==> config.mk <==
export PLATFORM = sky130hd
export DESIGN_NAME = flv_avc_video_tag_parser_core
export DESIGN_NICKNAME = d
export VERILOG_FILES = /design/src/sv/flvavc_pkg.sv /design/src/sv/flvavc_front.sv /design/src/sv/flvavc_queue.sv /design/src/sv/flvavc_back.sv /design/src/sv/flv_avc_video_tag_parser_core.sv
export VERILOG_INCLUDE_DIRS = /design/src /design/src/sv
export SDC_FILE = /design/constraint.sdc
export NUM_CORES = 1
export LEC_CHECK = 0
export BUFFER_PORTS_ARGS = -buffer_cell sky130_fd_sc_hd__buf_4
export CAP_MARGIN = 20
export CORE_ASPECT_RATIO = 0.9
export CORE_MARGIN = 2
export CORE_UTILIZATION = 55
export CTS_BUF_LIST = sky130_fd_sc_hd__clkbuf_8
export DETAILED_ROUTE_END_ITERATION = 16
export PLACE_DENSITY_LB_ADDON = 0.08
export RECOVER_POWER = 25
export SYNTH_ARGS = -nofsm -noshare
export SYNTH_HDL_FRONTEND = slang
export SYNTH_HIERARCHICAL = 1
export SYNTH_SLANG_ARGS = --single-unit
==> constraint.sdc <==
create_clock -name aclk -period 19.3 [get_ports aclk]
set_clock_uncertainty 0.15 [all_clocks]
set_input_delay 4.825 -clock aclk [delete_from_list [all_inputs] [get_ports aclk]]
set_output_delay 4.825 -clock aclk [all_outputs]
set_load 0.005 [all_outputs]
==> src/sv/flv_avc_video_tag_parser_core_macros.svh <==
// Assertion macros for the FLV AVC video tag parser core.
`ifndef FLV_AVC_VIDEO_TAG_PARSER_CORE_MACROS_SVH
`define FLV_AVC_VIDEO_TAG_PARSER_CORE_MACROS_SVH

// same-cycle implication
`define FLVAVC_ASSERT_IMP(label, clk, rstn, ante, cons) \
    label: assert property (@(posedge clk) disable iff (!rstn) (ante) |-> (cons)) \
        else $error("flvavc assertion failed");

// next-cycle implication
`define FLVAVC_ASSERT_NXT(label, clk, rstn, ante, cons) \
    label: assert property (@(posedge clk) disable iff (!rstn) (ante) |=> (cons)) \
        else $error("flvavc assertion failed");

`endif

==> src/sv/flvavc_pkg.sv <==
// Shared types and constants of the FLV AVC video tag parser.
`default_nettype none
package flvavc_pkg;

    localparam logic [2:0] KIND_NALU     = 3'd0;
    localparam logic [2:0] KIND_CONFIG   = 3'd1;
    localparam logic [2:0] KIND_CODEC    = 3'd2;
    localparam logic [2:0] KIND_PKT_TYPE = 3'd3;
    localparam logic [2:0] KIND_TOO_LONG = 3'd4;

    localparam logic [3:0] AVC_CODEC      = 4'd7;
    localparam logic [4:0] IDR_TYPE       = 5'd5;
    localparam logic [2:0] LEN_SIZE_RESET = 3'd4;

    localparam int QUEUE_DEPTH = 4;
    localparam int QUEUE_AW    = $clog2(QUEUE_DEPTH);

    typedef struct packed {
        logic [2:0]         kind;
        logic [23:0]        nalu_length;
        logic [4:0]         nal_type;
        logic [31:0]        decode_time;
        logic signed [23:0] comp_offset;
        logic [7:0]         profile;
        logic [7:0]         level;
        logic [2:0]         prefix_size;
        logic [3:0]         frame_type;
    } res_t;

endpackage
`default_nettype wire

==> src/sv/flvavc_front.sv <==
// Front end: tag body parser that classifies bytes and issues result records.
`default_nettype none
module flvavc_front (
    input  wire               aclk,
    input  wire               aresetn,
    input  wire               in_xfer,
    input  wire [7:0]         data_byte,
    input  wire               first_of_tag,
    input  wire [23:0]        tag_size,
    input  wire [31:0]        tag_timestamp,
    output logic              push,
    output flvavc_pkg::res_t  res
);
    import flvavc_pkg::*;

    localparam logic [3:0] PH_IDLE     = 4'd0;
    localparam logic [3:0] PH_TYPE     = 4'd1;
    localparam logic [3:0] PH_OFS_CFG  = 4'd2;
    localparam logic [3:0] PH_OFS_NALU = 4'd3;
    localparam logic [3:0] PH_OFS_END  = 4'd4;
    localparam logic [3:0] PH_OFS_BAD  = 4'd5;
    localparam logic [3:0] PH_CFG      = 4'd6;
    localparam logic [3:0] PH_PREFIX   = 4'd7;
    localparam logic [3:0] PH_HEAD     = 4'd8;
    localparam logic [3:0] PH_SKIP     = 4'd9;

    localparam logic [7:0] PKT_CONFIG = 8'd0;
    localparam logic [7:0] PKT_NALU   = 8'd1;
    localparam logic [7:0] PKT_END    = 8'd2;

    localparam logic [23:0] POS_OFS_LAST = 24'd4;
    localparam logic [23:0] POS_PROFILE  = 24'd6;
    localparam logic [23:0] POS_LEVEL    = 24'd8;
    localparam logic [23:0] POS_LEN_SIZE = 24'd9;

    logic [3:0]  phase_reg, phase_next;
    logic [23:0] byte_index_reg, byte_index_next;
    logic [31:0] seg_rem_reg, seg_rem_next;
    logic [2:0]  length_size_reg, length_size_next;
    logic [31:0] nalu_acc_reg, nalu_acc_next;
    logic [2:0]  prefix_count_reg, prefix_count_next;
    logic [23:0] offset_reg, offset_next;
    logic [3:0]  frame_type_reg, frame_type_next;
    logic [7:0]  profile_reg, profile_next;
    logic [7:0]  level_reg, level_next;

    logic [23:0] rem;
    logic [31:0] acc_new;
    logic [2:0]  pc_new;
    logic [2:0]  kind;
    logic [23:0] nalu_len;
    logic [4:0]  ntype;

    always_comb begin
        phase_next        = phase_reg;
        byte_index_next   = byte_index_reg;
        seg_rem_next      = seg_rem_reg;
        length_size_next  = length_size_reg;
        nalu_acc_next     = nalu_acc_reg;
        prefix_count_next = prefix_count_reg;
        offset_next       = offset_reg;
        frame_type_next   = frame_type_reg;
        profile_next      = profile_reg;
        level_next        = level_reg;
        push     = 1'b0;
        kind     = KIND_NALU;
        nalu_len = 24'd0;
        ntype    = 5'd0;
        rem      = (tag_size > byte_index_reg) ? tag_size - byte_index_reg : 24'd0;
        acc_new  = '0;
        pc_new   = prefix_count_reg + 3'd1;

        if (in_xfer) begin
            if (first_of_tag) begin
                byte_index_next   = 24'd1;
                offset_next       = 24'd0;
                prefix_count_next = 3'd0;
                frame_type_next   = data_byte[7:4];
                if (data_byte[3:0] != AVC_CODEC) begin
                    phase_next = PH_IDLE;
                    push       = 1'b1;
                    kind       = KIND_CODEC;
                end else begin
                    phase_next = PH_TYPE;
                end
            end else if (phase_reg != PH_IDLE) begin
                if (byte_index_reg != '1) begin
                    byte_index_next = byte_index_reg + 24'd1;
                end
                case (phase_reg)
                    PH_TYPE: begin
                        offset_next = 24'd0;
                        case (data_byte)
                            PKT_CONFIG: phase_next = PH_OFS_CFG;
                            PKT_NALU:   phase_next = PH_OFS_NALU;
                            PKT_END:    phase_next = PH_OFS_END;
                            default:    phase_next = PH_OFS_BAD;
                        endcase
                    end
                    PH_OFS_CFG, PH_OFS_NALU, PH_OFS_END, PH_OFS_BAD: begin
                        offset_next = {offset_reg[15:0], data_byte};
                        if (byte_index_reg >= POS_OFS_LAST) begin
                            case (phase_reg)
                                PH_OFS_CFG: phase_next = PH_CFG;
                                PH_OFS_NALU: begin
                                    phase_next        = PH_PREFIX;
                                    prefix_count_next = 3'd0;
                                end
                                PH_OFS_END: phase_next = PH_IDLE;
                                default: begin
                                    phase_next = PH_IDLE;
                                    push       = 1'b1;
                                    kind       = KIND_PKT_TYPE;
                                end
                            endcase
                        end
                    end
                    PH_CFG: begin
                        if (byte_index_reg == POS_PROFILE) begin
                            profile_next = data_byte;
                        end else if (byte_index_reg == POS_LEVEL) begin
                            level_next = data_byte;
                        end else if (byte_index_reg >= POS_LEN_SIZE) begin
                            length_size_next = {1'b0, data_byte[1:0]} + 3'd1;
                            phase_next       = PH_IDLE;
                            push             = 1'b1;
                            kind             = KIND_CONFIG;
                        end
                    end
                    PH_PREFIX: begin
                        if (prefix_count_reg == 3'd0 && rem <= {21'd0, length_size_reg}) begin
                            phase_next = PH_IDLE;
                        end else begin
                            acc_new = (prefix_count_reg == 3'd0) ? {24'd0, data_byte}
                                                                 : {nalu_acc_reg[23:0], data_byte};
                            nalu_acc_next = acc_new;
                            if (pc_new < length_size_reg) begin
                                prefix_count_next = pc_new;
                            end else begin
                                prefix_count_next = 3'd0;
                                if (rem != 24'd0 && acc_new >= {8'd0, rem}) begin
                                    phase_next = PH_IDLE;
                                    push       = 1'b1;
                                    kind       = KIND_TOO_LONG;
                                end else if (acc_new == 32'd0) begin
                                    push     = 1'b1;
                                    nalu_len = {21'd0, length_size_reg};
                                end else begin
                                    phase_next = PH_HEAD;
                                end
                            end
                        end
                    end
                    PH_HEAD: begin
                        seg_rem_next      = nalu_acc_reg - 32'd1;
                        phase_next        = (seg_rem_next == 32'd0) ? PH_PREFIX : PH_SKIP;
                        prefix_count_next = 3'd0;
                        push              = 1'b1;
                        nalu_len          = nalu_acc_reg[23:0] + {21'd0, length_size_reg};
                        ntype             = data_byte[4:0];
                    end
                    PH_SKIP: begin
                        if (seg_rem_reg != 32'd0) begin
                            seg_rem_next = seg_rem_reg - 32'd1;
                        end
                        if (seg_rem_next == 32'd0) begin
                            phase_next        = PH_PREFIX;
                            prefix_count_next = 3'd0;
                        end
                    end
                    default: phase_next = PH_IDLE;
                endcase
            end
        end

        res.kind        = kind;
        res.nalu_length = nalu_len;
        res.nal_type    = ntype;
        res.decode_time = tag_timestamp;
        res.comp_offset = offset_next;
        res.profile     = profile_next;
        res.level       = level_next;
        res.prefix_size = length_size_next;
        res.frame_type  = frame_type_next;
    end

    always_ff @(posedge aclk) begin
        if (!aresetn) begin
            phase_reg        <= PH_IDLE;
            byte_index_reg   <= 24'd0;
            seg_rem_reg      <= 32'd0;
            length_size_reg  <= LEN_SIZE_RESET;
            nalu_acc_reg     <= 32'd0;
            prefix_count_reg <= 3'd0;
            offset_reg       <= 24'd0;
            frame_type_reg   <= 4'd0;
            profile_reg      <= 8'd0;
            level_reg        <= 8'd0;
        end else begin
            phase_reg        <= phase_next;
            byte_index_reg   <= byte_index_next;
            seg_rem_reg      <= seg_rem_next;
            length_size_reg  <= length_size_next;
            nalu_acc_reg     <= nalu_acc_next;
            prefix_count_reg <= prefix_count_next;
            offset_reg       <= offset_next;
            frame_type_reg   <= frame_type_next;
            profile_reg      <= profile_next;
            level_reg        <= level_next;
        end
    end

endmodule
`default_nettype wire

==> src/sv/flvavc_queue.sv <==
// Small result queue between parser front end and output back end.
`default_nettype none
module flvavc_queue (
    input  wire                             aclk,
    input  wire                             aresetn,
    input  wire                             push,
    input  flvavc_pkg::res_t                wdata,
    input  wire                             pop,
    output flvavc_pkg::res_t                rdata,
    output logic [flvavc_pkg::QUEUE_AW:0]   count
);
    import flvavc_pkg::*;

    res_t                mem [QUEUE_DEPTH];
    logic [QUEUE_AW-1:0] wptr_reg, rptr_reg;
    logic [QUEUE_AW:0]   count_reg;

    always_ff @(posedge aclk) begin
        if (push) begin
            mem[wptr_reg] <= wdata;
        end
    end

    always_ff @(posedge aclk) begin
        if (!aresetn) begin
            wptr_reg  <= '0;
            rptr_reg  <= '0;
            count_reg <= '0;
        end else begin
            if (push) begin
                wptr_reg <= wptr_reg + 1'b1;
            end
            if (pop) begin
                rptr_reg <= rptr_reg + 1'b1;
            end
            case ({push, pop})
                2'b10:   count_reg <= count_reg + 1'b1;
                2'b01:   count_reg <= count_reg - 1'b1;
                default: count_reg <= count_reg;
            endcase
        end
    end

    assign rdata = mem[rptr_reg];
    assign count = count_reg;

endmodule
`default_nettype wire

==> src/sv/flvavc_back.sv <==
// Back end: derives keyframe flag and presentation time, holds the output transfer.
`default_nettype none
module flvavc_back (
    input  wire               aclk,
    input  wire               aresetn,
    input  wire               q_nonempty,
    input  flvavc_pkg::res_t  q_data,
    output logic              pop,
    output logic              m_tvalid,
    input  wire               m_tready,
    output logic [143:0]      m_tdata,
    output logic [2:0]        m_tuser
);
    import flvavc_pkg::*;

    logic         valid_reg;
    logic [143:0] data_reg;
    logic [2:0]   kind_reg;
    logic [31:0]  present;
    logic         keyframe;

    assign pop      = q_nonempty && (!valid_reg || m_tready);
    assign present  = q_data.decode_time + {{8{q_data.comp_offset[23]}}, q_data.comp_offset};
    assign keyframe = (q_data.kind == KIND_NALU) && (q_data.nal_type == IDR_TYPE);

    always_ff @(posedge aclk) begin
        if (!aresetn) begin
            valid_reg <= 1'b0;
        end else if (pop) begin
            valid_reg <= 1'b1;
        end else if (m_tready) begin
            valid_reg <= 1'b0;
        end
    end

    always_ff @(posedge aclk) begin
        if (pop) begin
            kind_reg <= q_data.kind;
            data_reg <= {3'd0, q_data.frame_type, q_data.prefix_size, q_data.level,
                         q_data.profile, present, q_data.comp_offset, q_data.decode_time,
                         keyframe, q_data.nal_type, q_data.nalu_length};
        end
    end

    assign m_tvalid = valid_reg;
    assign m_tdata  = data_reg;
    assign m_tuser  = kind_reg;

endmodule
`default_nettype wire

==> src/sv/flv_avc_video_tag_parser_core.sv <==
// A result passes the result queue, then the output register that drives m_tvalid.
// One tag body byte per cycle while s_tready high; each yields at most one result.
// s_tready drops only while the four-entry result queue is full.
// Reset (synchronous, aresetn low) idles the parser, sets the NALU length size to
// four, clears profile and level, and empties the queue and output stage.
`default_nettype none
module flv_avc_video_tag_parser_core (
    input  wire           aclk,
    input  wire           aresetn,
    input  wire           s_tvalid,
    output logic          s_tready,
    // [7:0] data_byte, [31:8] tag_size, [63:32] tag_timestamp
    input  wire  [63:0]   s_tdata,
    // [0] first_of_tag
    input  wire           s_tuser,
    output logic          m_tvalid,
    input  wire           m_tready,
    // [23:0] nalu_length, [28:24] nal_type, [29] is_keyframe, [61:30] decode_time,
    // [85:62] comp_offset, [117:86] present_time, [125:118] profile,
    // [133:126] level, [136:134] prefix_size, [140:137] frame_type, [143:141] zero
    output logic [143:0]  m_tdata,
    // [2:0] kind
    output logic [2:0]    m_tuser
);
    import flvavc_pkg::*;
    `include "flv_avc_video_tag_parser_core_macros.svh"

    logic              in_xfer;
    logic              q_push;
    logic              q_pop;
    res_t              f_res;
    res_t              q_head;
    logic [QUEUE_AW:0] q_count;

    assign s_tready = (q_count != (QUEUE_AW + 1)'(QUEUE_DEPTH));
    assign in_xfer  = s_tvalid && s_tready;

    flvavc_front u_front (
        .aclk          (aclk),
        .aresetn       (aresetn),
        .in_xfer       (in_xfer),
        .data_byte     (s_tdata[7:0]),
        .first_of_tag  (s_tuser),
        .tag_size      (s_tdata[31:8]),
        .tag_timestamp (s_tdata[63:32]),
        .push          (q_push),
        .res           (f_res)
    );

    flvavc_queue u_queue (
        .aclk    (aclk),
        .aresetn (aresetn),
        .push    (q_push),
        .wdata   (f_res),
        .pop     (q_pop),
        .rdata   (q_head),
        .count   (q_count)
    );

    flvavc_back u_back (
        .aclk       (aclk),
        .aresetn    (aresetn),
        .q_nonempty (q_count != '0),
        .q_data     (q_head),
        .pop        (q_pop),
        .m_tvalid   (m_tvalid),
        .m_tready   (m_tready),
        .m_tdata    (m_tdata),
        .m_tuser    (m_tuser)
    );

    `FLVAVC_ASSERT_IMP(a_push_room, aclk, aresetn, q_push, q_count != (QUEUE_AW + 1)'(QUEUE_DEPTH))
    `FLVAVC_ASSERT_NXT(a_reload, aclk, aresetn, m_tvalid && m_tready && (q_count != '0), m_tvalid)
    `FLVAVC_ASSERT_IMP(a_non_nalu_zero, aclk, aresetn, m_tvalid && (m_tuser != KIND_NALU), m_tdata[29:0] == 30'd0)
    `FLVAVC_ASSERT_IMP(a_key_idr, aclk, aresetn, m_tvalid && m_tdata[29], m_tdata[28:24] == IDR_TYPE)

endmodule
`default_nettype wire
Word-level counts from Yosys, hierarchy flattened
Memory sizes are Yosys's and may differ from the RTL's. A register that Yosys moved wholly into a read port is not among the register bits.
Index checks and enable logic that the tools add are counted.
{ "word_totals": {"reg_bits": 294, "latch_bits": 0, "ramBits": 444, "romBits": 0, "out_inout_bits": 149, "memories": 1} }
{ "memory_table": {"columns": ["memory", "depth", "width", "read_ports", "rd_ports_with_merged_regs", "wr", "line", "source"], "rows": [
  ["u_queue.mem", 4, 111, 1, 1, 1, "flvavc_queue.sv:14", "res_t mem [QUEUE_DEPTH];"]
]} }
{ "classes": {"n_addsub": 12, "multipliers": 0, "div_mod_pow": 0, "magnitude_cmp": 6, "eq_ne": 28, "shifts": 0, "muxes": 105, "n_bitwise": 2, "n_reduce_logical": 30} }
{ "ops": {"columns": ["operator", "n"], "rows": [
  ["2-to-1 mux 24 bit", 13],
  ["2-to-1 mux 32 bit", 6],
  ["zero test 32 bit", 3],
  ["case mux 24 bit (2 select lines)", 2],
  ["2-to-1 mux 8 bit", 11],
  ["2-to-1 mux 3 bit", 24],
  ["case mux 32 bit (2 select lines)", 1],
  ["subtractor 32 x 1 -> 32 bit, second input constant", 2],
  ["2-to-1 mux 4 bit", 14],
  ["adder 32 bit", 1],
  ["greater-or-equal comparator 32 x 24 -> 1 bit", 1],
  ["nonzero test 32 bit", 1],
  ["adder 24 x 1 -> 24 bit, second input constant", 1],
  ["adder 24 x 3 -> 24 bit", 1],
  ["equality test 24 x 3 -> 1 bit, second input constant", 1],
  ["equality test 24 x 4 -> 1 bit, second input constant", 1],
  ["greater-or-equal comparator 24 x 3 -> 1 bit, second input constant", 1],
  ["greater-or-equal comparator 24 x 4 -> 1 bit, second input constant", 1],
  ["> comparator 24 bit", 1],
  ["<= comparator 24 x 3 -> 1 bit", 1],
  ["!= test 24 bit, second input constant", 1],
  ["case mux 4 bit (6 select lines)", 1],
  ["nonzero test 24 bit", 1],
  ["subtractor 24 bit", 1],
  ["42 further kinds", 92]
]} }

Depth between registers and ports, before layout
Gate-level depths: netlist of the first run.
{ "logic_depth": {"depth_word": 13, "depth_mapped": 30, "mapped_depth_nobuf": 29} }

Hierarchy
Netlist of the first run, hierarchy kept.
{ "by_module_without_submodules": {"columns": ["module", "instances", "cells_per_inst", "area_each_um2", "seq_area_each_um2"], "rows": [
  ["flvavc_queue", 1, 619, 16437.0, 13513.0],
  ["flvavc_front", 1, 1484, 11318.4, 2842.7],
  ["flvavc_back", 1, 395, 6157.2, 4344.2],
  ["flv_avc_video_tag_parser_core", 1, 4, 21.3, 0.0]
]} }

Worst setup path before layout of the first run
No wires, ideal clock.
{ "synth_path": {"path_type": "input port to flip-flop", "start": "input m_tready", "end": "register u_queue.count_reg[2], in the netlist u_queue/count[2]", "setup_time_ns": 0.076, "t_arrival_ns": 13.052, "path_slack_ns": 6.023, "path_stages": 7, "path_cell_list": "nor2b_1 nor2b_1 ha_1 fa_1 xnor2_1 or3_1 a21boi_0"} }
{ "synth_between": {"elab_chain_len": 4} }
{ "synth_rtl": {"columns": ["element", "line", "source"], "rows": [
  ["from (decl)", "flv_avc_video_tag_parser_core.sv:17", "input wire m_tready,"],
  ["logical OR 1 bit *", "flvavc_back.sv:22", "assign pop = q_nonempty && (!valid_reg || m_tready);"],
  ["logical AND 1 bit *", "flvavc_back.sv:22", null],
  ["named net q_pop", "flv_avc_video_tag_parser_core.sv:30", "logic q_pop;"],
  ["equality test 2 x 1 -> 1 bit or equality test 2 bit (tied branches)", "flvavc_queue.sv:36", "case ({push, pop})"],
  ["case mux 3 bit (2 select lines) or nonzero test 2 bit (tied branches)", null, null],
  ["to (signal assigned)", "flvavc_queue.sv:37", "2'b10: count_reg <= count_reg + 1'b1;"],
  ["to (signal assigned)", "flvavc_queue.sv:38", "2'b01: count_reg <= count_reg - 1'b1;"],
  ["to (signal assigned)", "flvavc_queue.sv:39", "default: count_reg <= count_reg;"],
  ["to (decl)", "flvavc_queue.sv:16", "logic [QUEUE_AW:0] count_reg;"]
]} }
The timed path passes the listed nets; every way through them passes the cells marked *.
A chain may end at the register's enable or synchronous reset.

Worst setup path in the final report of the first run
{ "layout_path": {"start": "input s_tdata[8]", "end": "memory u_queue/mem[2][17] (netlist name), enable pin"} }
{ "layout_between": {"elab_chain_len": 13} }
{ "layout_rtl": {"columns": ["element", "line", "source"], "rows": [
  ["from (decl)", "flv_avc_video_tag_parser_core.sv:13", "input wire [63:0] s_tdata,"],
  ["subtractor 24 bit or > comparator 24 bit (tied branches)", "flvavc_front.sv:69", "rem = (tag_size > byte_index_reg) ? tag_size - byte_index_reg : 24'd0;"],
  ["2-to-1 mux 24 bit *", "flvavc_front.sv:69", null],
  ["greater-or-equal comparator 32 x 24 -> 1 bit or nonzero test 24 bit (tied branches)", "flvavc_front.sv:141", "if (rem != 24'd0 && acc_new >= {8'd0, rem}) begin"],
  ["logical AND 1 bit", "flvavc_front.sv:141", null],
  ["2-to-1 mux 1 bit", "flvavc_front.sv:141", null],
  ["2-to-1 mux 1 bit", "flvavc_front.sv:137", "if (pc_new < length_size_reg) begin"],
  ["2-to-1 mux 1 bit *", "flvavc_front.sv:131", "if (prefix_count_reg == 3'd0 && rem <= {21'd0, length_size_reg}) begin"],
  ["case mux 1 bit (4 select lines) *", "flvavc_front.sv:90", "case (phase_reg)"],
  ["2-to-1 mux 1 bit *", "flvavc_front.sv:86", "end else if (phase_reg != PH_IDLE) begin"],
  ["2-to-1 mux 1 bit *", "flvavc_front.sv:74", "if (first_of_tag) begin"],
  ["2-to-1 mux 1 bit *", "flvavc_front.sv:73", "if (in_xfer) begin"],
  ["named net q_push", "flv_avc_video_tag_parser_core.sv:29", "logic q_push;"],
  ["2-to-1 mux 1 bit *", "flvavc_queue.sv:19", "if (push) begin"],
  ["2-to-1 mux 1 bit (implied by the code) *", "flvavc_queue.sv:20", "mem[wptr_reg] <= wdata;"],
  ["to (decl)", "flvavc_queue.sv:14", null]
]} }
Marked as above.

==> qor.yml, run 1 <==
status:
  status: "finished with violations"
  violations: "capacitance limit, slew limit"
cells_and_area:
  largest_reg_flops: 444
  n_fill_cell: 4715
  drive_above_1_share_pct: 18.8
  regMostFlops: "u_queue/mem"
  syn_to_final_growth_pct: 12.5
  nNetsFinal: 2884
  final-seq-area_sq_um: 20700
  multi_input_area_sq_um: 12200
sta:
  final.setup.tns_ns: 0
  finalSetupViolCount: 0
  final.period_utilization_pct: 63.4
  max-slew-margin-rel_pct: -182
  rsz0062_at_grt: "false"
  max_freq_mhz: 81.7
  fin_crit_ns: 12.23
  tightest_slew_ns: 4.23
  hold_violations: 0
  hold_ws_ns: 0.340
  maxSlewViolCount: 269
clock_network:
  cts.path.max_buffers: 3
  cts_tree: "yes"
  hold_buffers: 0
  worstSkewPairLatency_ns: 0.74
  postCtsSetupRepairBufs: 0
  cts_made_buffers: 117
  ctsResizeCount: 0
  root_buffer: "clkbuf_8"
  cts.sinks: 740
  ctsHtreeMaxLevel: 3
  path_clk_slew_ns: 0.06
floorplan:
  fp.dieH_microns: 240
  num_rows: 86
  ios: 218
  coreArea_sq_um: 61100
  die_w_microns: 266
  die_area_sq_um: 63700
  start_util_pct: 55.5
yosys:
  synth-main-ff-cell: "edfxtp_1"
  yosysMostFrequentCell: "edfxtp_1"
  seq_area_frac_synth_pct: 61.0
  syn_area_sq_um: 33900
  synthTopCellsByArea: "edfxtp_1 52%, dfxtp_1 9.0%, mux4_2 7.4%"
  yosysTopAreaCell: "edfxtp_1"
  yosysUniqueCellTypes: 103
  yosysTopAreaCellShare_pct: 52.0
  synth_edf_count: 588
  yosysWarnings: 6
  synthTopCellsByCount: "588 x edfxtp_1, 182 x nor2_1, 152 x dfxtp_1"
  syn_inst: 2502
  synthArstFlopShare_pct: 0
  synth-seq-cells: 740
  avgSynthCellArea_sq_um: 13.6
route:
  firstDrtPassIters: 5
  wl_microns: 81200
  drc: 0
  vias: 21500
  drtIter0Drc: 1741
  drtAntennaViolNets: 0
  wl_per_cell_microns: 22.6
  via_per_inst: 5.99
worst_setup_path:
  cpPeakStageDelay_ns: 0.88
  cp_top_family: "compound AO/OA/AOI/OAI gates"
  endpoint_kind: "flip-flop"
  worstPathRequired_ns: 19.49
  cp_max_fo: 57
  crit_slowest_cell: "and2_4"
  startpoint_type: "input pin"
  path_common_cell: "inv_1"
  r2r_slack_ns: 9.64
  crit_arrival_ns: 12.43
  path_class: "in2reg"
  path_buf_inv: 5
global_route:
  grt_first_pass_wirelength_microns: 124000
  antenna_found_initial: 1
  grt_pass1_vias: 21200
  grt_usage_pct: 25.5
  grt_max_degree: 80
  grt.overflow.total: 0
placed_design:
  routabilityCongestion: 0.899
  hpwl_microns: 54900
  io_buffers: 214
job:
  cap_violations: 7
worst_hold_path:
  min_path_type: "reg2reg"
power_and_ir_drop:
  leakage_nw: 13.8
  powerDensity_nw_per_um2: 126
  vdd.ir_drop.worst_mv: 0.0915
## where the power goes
part	total (W)	internal [W]	switching, W
Combinational	0.00133	0.000600	0.000734
Sequential	0.00212	0.00204	0.0000783
Clock	0.00135	0.000737	0.000614
## final timing paths
kind / startpoint / depth (start not counted) / endpoint
worst min-delay path: u_front/prefix_count_reg[1] / 2 / u_front/prefix_count_reg[1]
worst min register to register: u_front/prefix_count_reg[1] / 2 / u_front/prefix_count_reg[1]
worst max register to register: flip-flop / 11 / u_back/m_tdata[117]
worst max-delay path: s_tdata[8] / 25 / u_queue/mem[2][17]
## routing by layer
metal | up-vias | part of all wire (%) | track usage, %
met5 | - | 0 | 0
met1 | 10800 | 43 | 34.1
met3 | 148 | 4.9 | 3.90
li1 | 9942 | - | -
met4 | 0 | 2.4 | 7.59
met2 | 682 | 50 | 43.3
## worst min-delay path: stages (launching register included)
cell and delay (ns):
dfxtp_1 0.32, nand2_1 0.06, mux2i_1 0.06
## logic make-up after synthesis
logic type	after synthesis	share of synthesized area, %
AO/OA/AOI/OAI	431	8.69
XOR/XNOR	118	3.05
adder cells (fa/ha/maj)	111	4.18
buffers and inverters	226	3.19
flip-flops	740	61.0
multiplexers	174	9.31
other	1	0.0111
AND/OR/NAND/NOR	701	10.6
## through the flow
stage | util (%) | worst slack [ns] | power, W | cell area, sq um | cells
after floorplan | - | 6.02 | 0.00304 | 33900 | 2504
after global placement | 58.8 | 6.53 | 0.00348 | 35900 | 3376
after detailed placement | 58.8 | 6.38 | 0.00350 | 35900 | 3376
after CTS | 62.8 | 7.17 | 0.00485 | 38400 | 3597
after global routing | 62.5 | 6.60 | 0.00505 | 38200 | 3599
final | 62.5 | 7.07 | 0.00480 | 38200 | 3599
## layout by cell type, fill, tap and decap left out, types with 11 or more instances in the layout
cell type,netlist,routed
edfxtp_1,588,588
buf_4,36,184
nor2_1,182,180
dfxtp_1,152,152
nand2_1,142,142
clkbuf_8,0,135
inv_1,70,129
a21oi_1,113,113
mux4_2,111,111
ha_1,107,107
o21ai_0,85,88
and2_1,88,79
xnor2_1,68,68
nand3_1,55,55
xor2_1,50,50
nor3_1,41,41
mux2i_1,41,41
clkbuf_1,82,40
a21o_1,38,38
nand4_1,36,36
nor4_1,32,32
or3_1,29,29
a22o_1,26,26
mux2_2,22,22
o211ai_1,17,18
nand2b_1,17,17
a211oi_1,14,14
nor2b_1,13,12
a31oi_1,10,11
o22ai_1,11,11
## area by class of cell
class	count	share of cell area, %
antenna	1	0.00655
clock buffer	135	4.87
clock inverter	86	1.55
inverter	72	0.708
multi-input combinational	1538	31.8
sequential	740	54.2
tap	792	2.60
timing repair buffer	235	4.25
Note: power is estimated with default switching activity, not from simulation.
==> run 2: changes to the inputs <==
clock period = 10.9 ns   (was 19.3 ns; I/O delays follow)
==> qor.yml, run 2 (synthesized netlist as in run 1, its figures left out) <==
worst_setup_path:
  endpoint_kind: "flip-flop"
  path_class: "in2reg"
  rr_endpoint: "u_back/m_tdata[117]"
  worstPathRequired_ns: 11.38
  cpPeakStageDelay_ns: 0.74
  cp_max_fo: 14
  crit_slowest_cell: "o41ai_1"
  path_common_cell: "inv_1"
  crit_arrival_ns: 9.63
  reg2reg_depth: 10
  worstSetupStartpoint: "s_tdata[8]"
  crit_end: "u_queue/count[2]"
  startpoint_type: "input pin"
  r2r_slack_ns: 2.59
global_route:
  busiest_layer: "met2"
  met1_usage_pct: 33.9
  grt_max_degree: 112
  gr-usage-met3_pct: 3.59
  antenna_found_initial: 3
  grt_usage_pct: 25.4
  grt_first_pass_wirelength_microns: 123000
  grt_pass1_vias: 21200
  met2_usage_pct: 43.1
  grt.overflow.total: 0
cells_and_area:
  mostFrequentLayoutCells: "588 x edfxtp_1, 179 x nor2_1, 151 x dfxtp_1"
  final-seq-area_sq_um: 20700
  multi_input_area_sq_um: 12200
  nNetsFinal: 2887
  syn_to_final_growth_pct: 12.8
  regMostFlops: "u_queue/mem"
  drive_above_1_share_pct: 19.3
  largest_reg_flops: 444
  final_common_cell: "edfxtp_1"
  n_fill_cell: 4678
job:
  cap_violations: 4
route:
  firstDrtPassIters: 5
  vias: 21500
  via_per_inst: 5.98
  drtAntennaViolNets: 0
  wl_microns: 81600
  drtIter0Drc: 1608
  wl_per_cell_microns: 22.6
  drc: 0
clock_network:
  cts_made_buffers: 115
  ctsHtreeMaxLevel: 3
  postCtsSetupRepairBufs: 0
  cts.path.max_buffers: 3
  worstSkewPairLatency_ns: 0.73
  hold_buffers: 0
  ctsResizeCount: 0
  path_clk_slew_ns: 0.06
  cts.sinks: 740
  root_buffer: "clkbuf_8"
  cts_tree: "yes"
floorplan:
  fp.dieH_microns: 240
  ios: 218
  num_rows: 86
  start_util_pct: 55.5
  die_w_microns: 266
  coreArea_sq_um: 61100
  die_area_sq_um: 63700
sta:
  max-slew-margin-rel_pct: -136
  final.setup.tns_ns: 0
  tightest_slew_ns: 3.53
  max_freq_mhz: 109
  hold_violations: 0
  fin_crit_ns: 9.15
  final.period_utilization_pct: 83.9
  maxSlewViolCount: 179
  fin_ws_ns: 1.75
  rsz0062_at_grt: "false"
  finalSetupViolCount: 0
status:
  status: "finished with violations"
  violations: "capacitance limit, slew limit"
placed_design:
  hpwl_microns: 55100
  routabilityCongestion: 0.930
  io_buffers: 214
  place_ws_ns: 1.18
power_and_ir_drop:
  vdd.ir_drop.worst_mv: 0.210
  powerDensity_nw_per_um2: 220
  leakage_nw: 13.7
worst_hold_path:
  min_path_type: "reg2reg"
-- run 2: cell types whose count changed in the layout (fill, tap and decap cells not counted), sizes merged --
| cell | change |
|---|---|
| diode | +1 |
| clkinv | +13 |
| clkbuf | +57 |
| buf | -56 |
| inv | -12 |
| clkinvlp | +4 |
| bufinv | -3 |
-- run 2: worst min path at each step --
stage | from | slack (ns) | cells past startpoint | endpoint
global route | u_front/prefix_count_reg[1] | 0.37 | 2 | u_front/prefix_count_reg[1]
floorplan | u_front/seg_rem_reg[27] | 0.29 | 2 | u_front/seg_rem_reg[27]
CTS | u_front/prefix_count_reg[1] | 0.34 | 2 | u_front/prefix_count_reg[1]
global placement | u_front/prefix_count_reg[1] | 0.32 | 2 | u_front/prefix_count_reg[1]
finish | u_front/prefix_count_reg[1] | 0.33 | 2 | u_front/prefix_count_reg[1]
detailed placement | u_front/seg_rem_reg[8] | 0.33 | 2 | u_front/seg_rem_reg[8]
-- run 2: per-stage QoR --
step / hold slack (ns) / cells / total power, W / utilization, % / instance area, sq um
2_1_floorplan: 0.293 / 2504 / 0.00535 / - / 33900
3_3_place_gp: 0.315 / 3380 / 0.00617 / 59.0 / 36100
3_5_place_dp: 0.331 / 3380 / 0.00621 / 59.0 / 36100
4_1_cts: 0.344 / 3599 / 0.00852 / 62.8 / 38400
5_1_grt: 0.371 / 3603 / 0.00883 / 62.6 / 38300
6_report: 0.334 / 3603 / 0.00842 / 62.6 / 38300
-- run 2: routing by layer --
metal  wire length (microns)  share of wire (%)
met1                   34500                 42
met2                   40200                 49
met3                    4330                5.3
met4                    2510                3.1
met5                       0                  0
-- run 2: final cells by class --
| cell class | instances | area share [%] |
|---|---|---|
| sequential | 740 | 54.1 |
| multi-input combinational | 1538 | 31.8 |
| timing repair buffer | 240 | 4.72 |
| clock buffer | 131 | 4.71 |
| tap | 792 | 2.59 |
| clock inverter | 88 | 1.38 |
| inverter | 72 | 0.706 |
| antenna | 2 | 0.0131 |
-- run 2: worst max-delay path: cells and delay by family --
family          cells  cell delay, ns
xor+xnor            1            0.15
compound gates     11            3.10
buf+inv             5            0.40
simple gates        7            1.85
fa+ha+maj           5            1.41
-- run 2: power breakdown --
| part | internal [W] | switching [W] |
|---|---|---|
| Sequential | 0.00359 | 0.000150 |
| Combinational | 0.00107 | 0.00131 |
| Clock | 0.00121 | 0.00110 |
| Total | 0.00587 | 0.00256 |
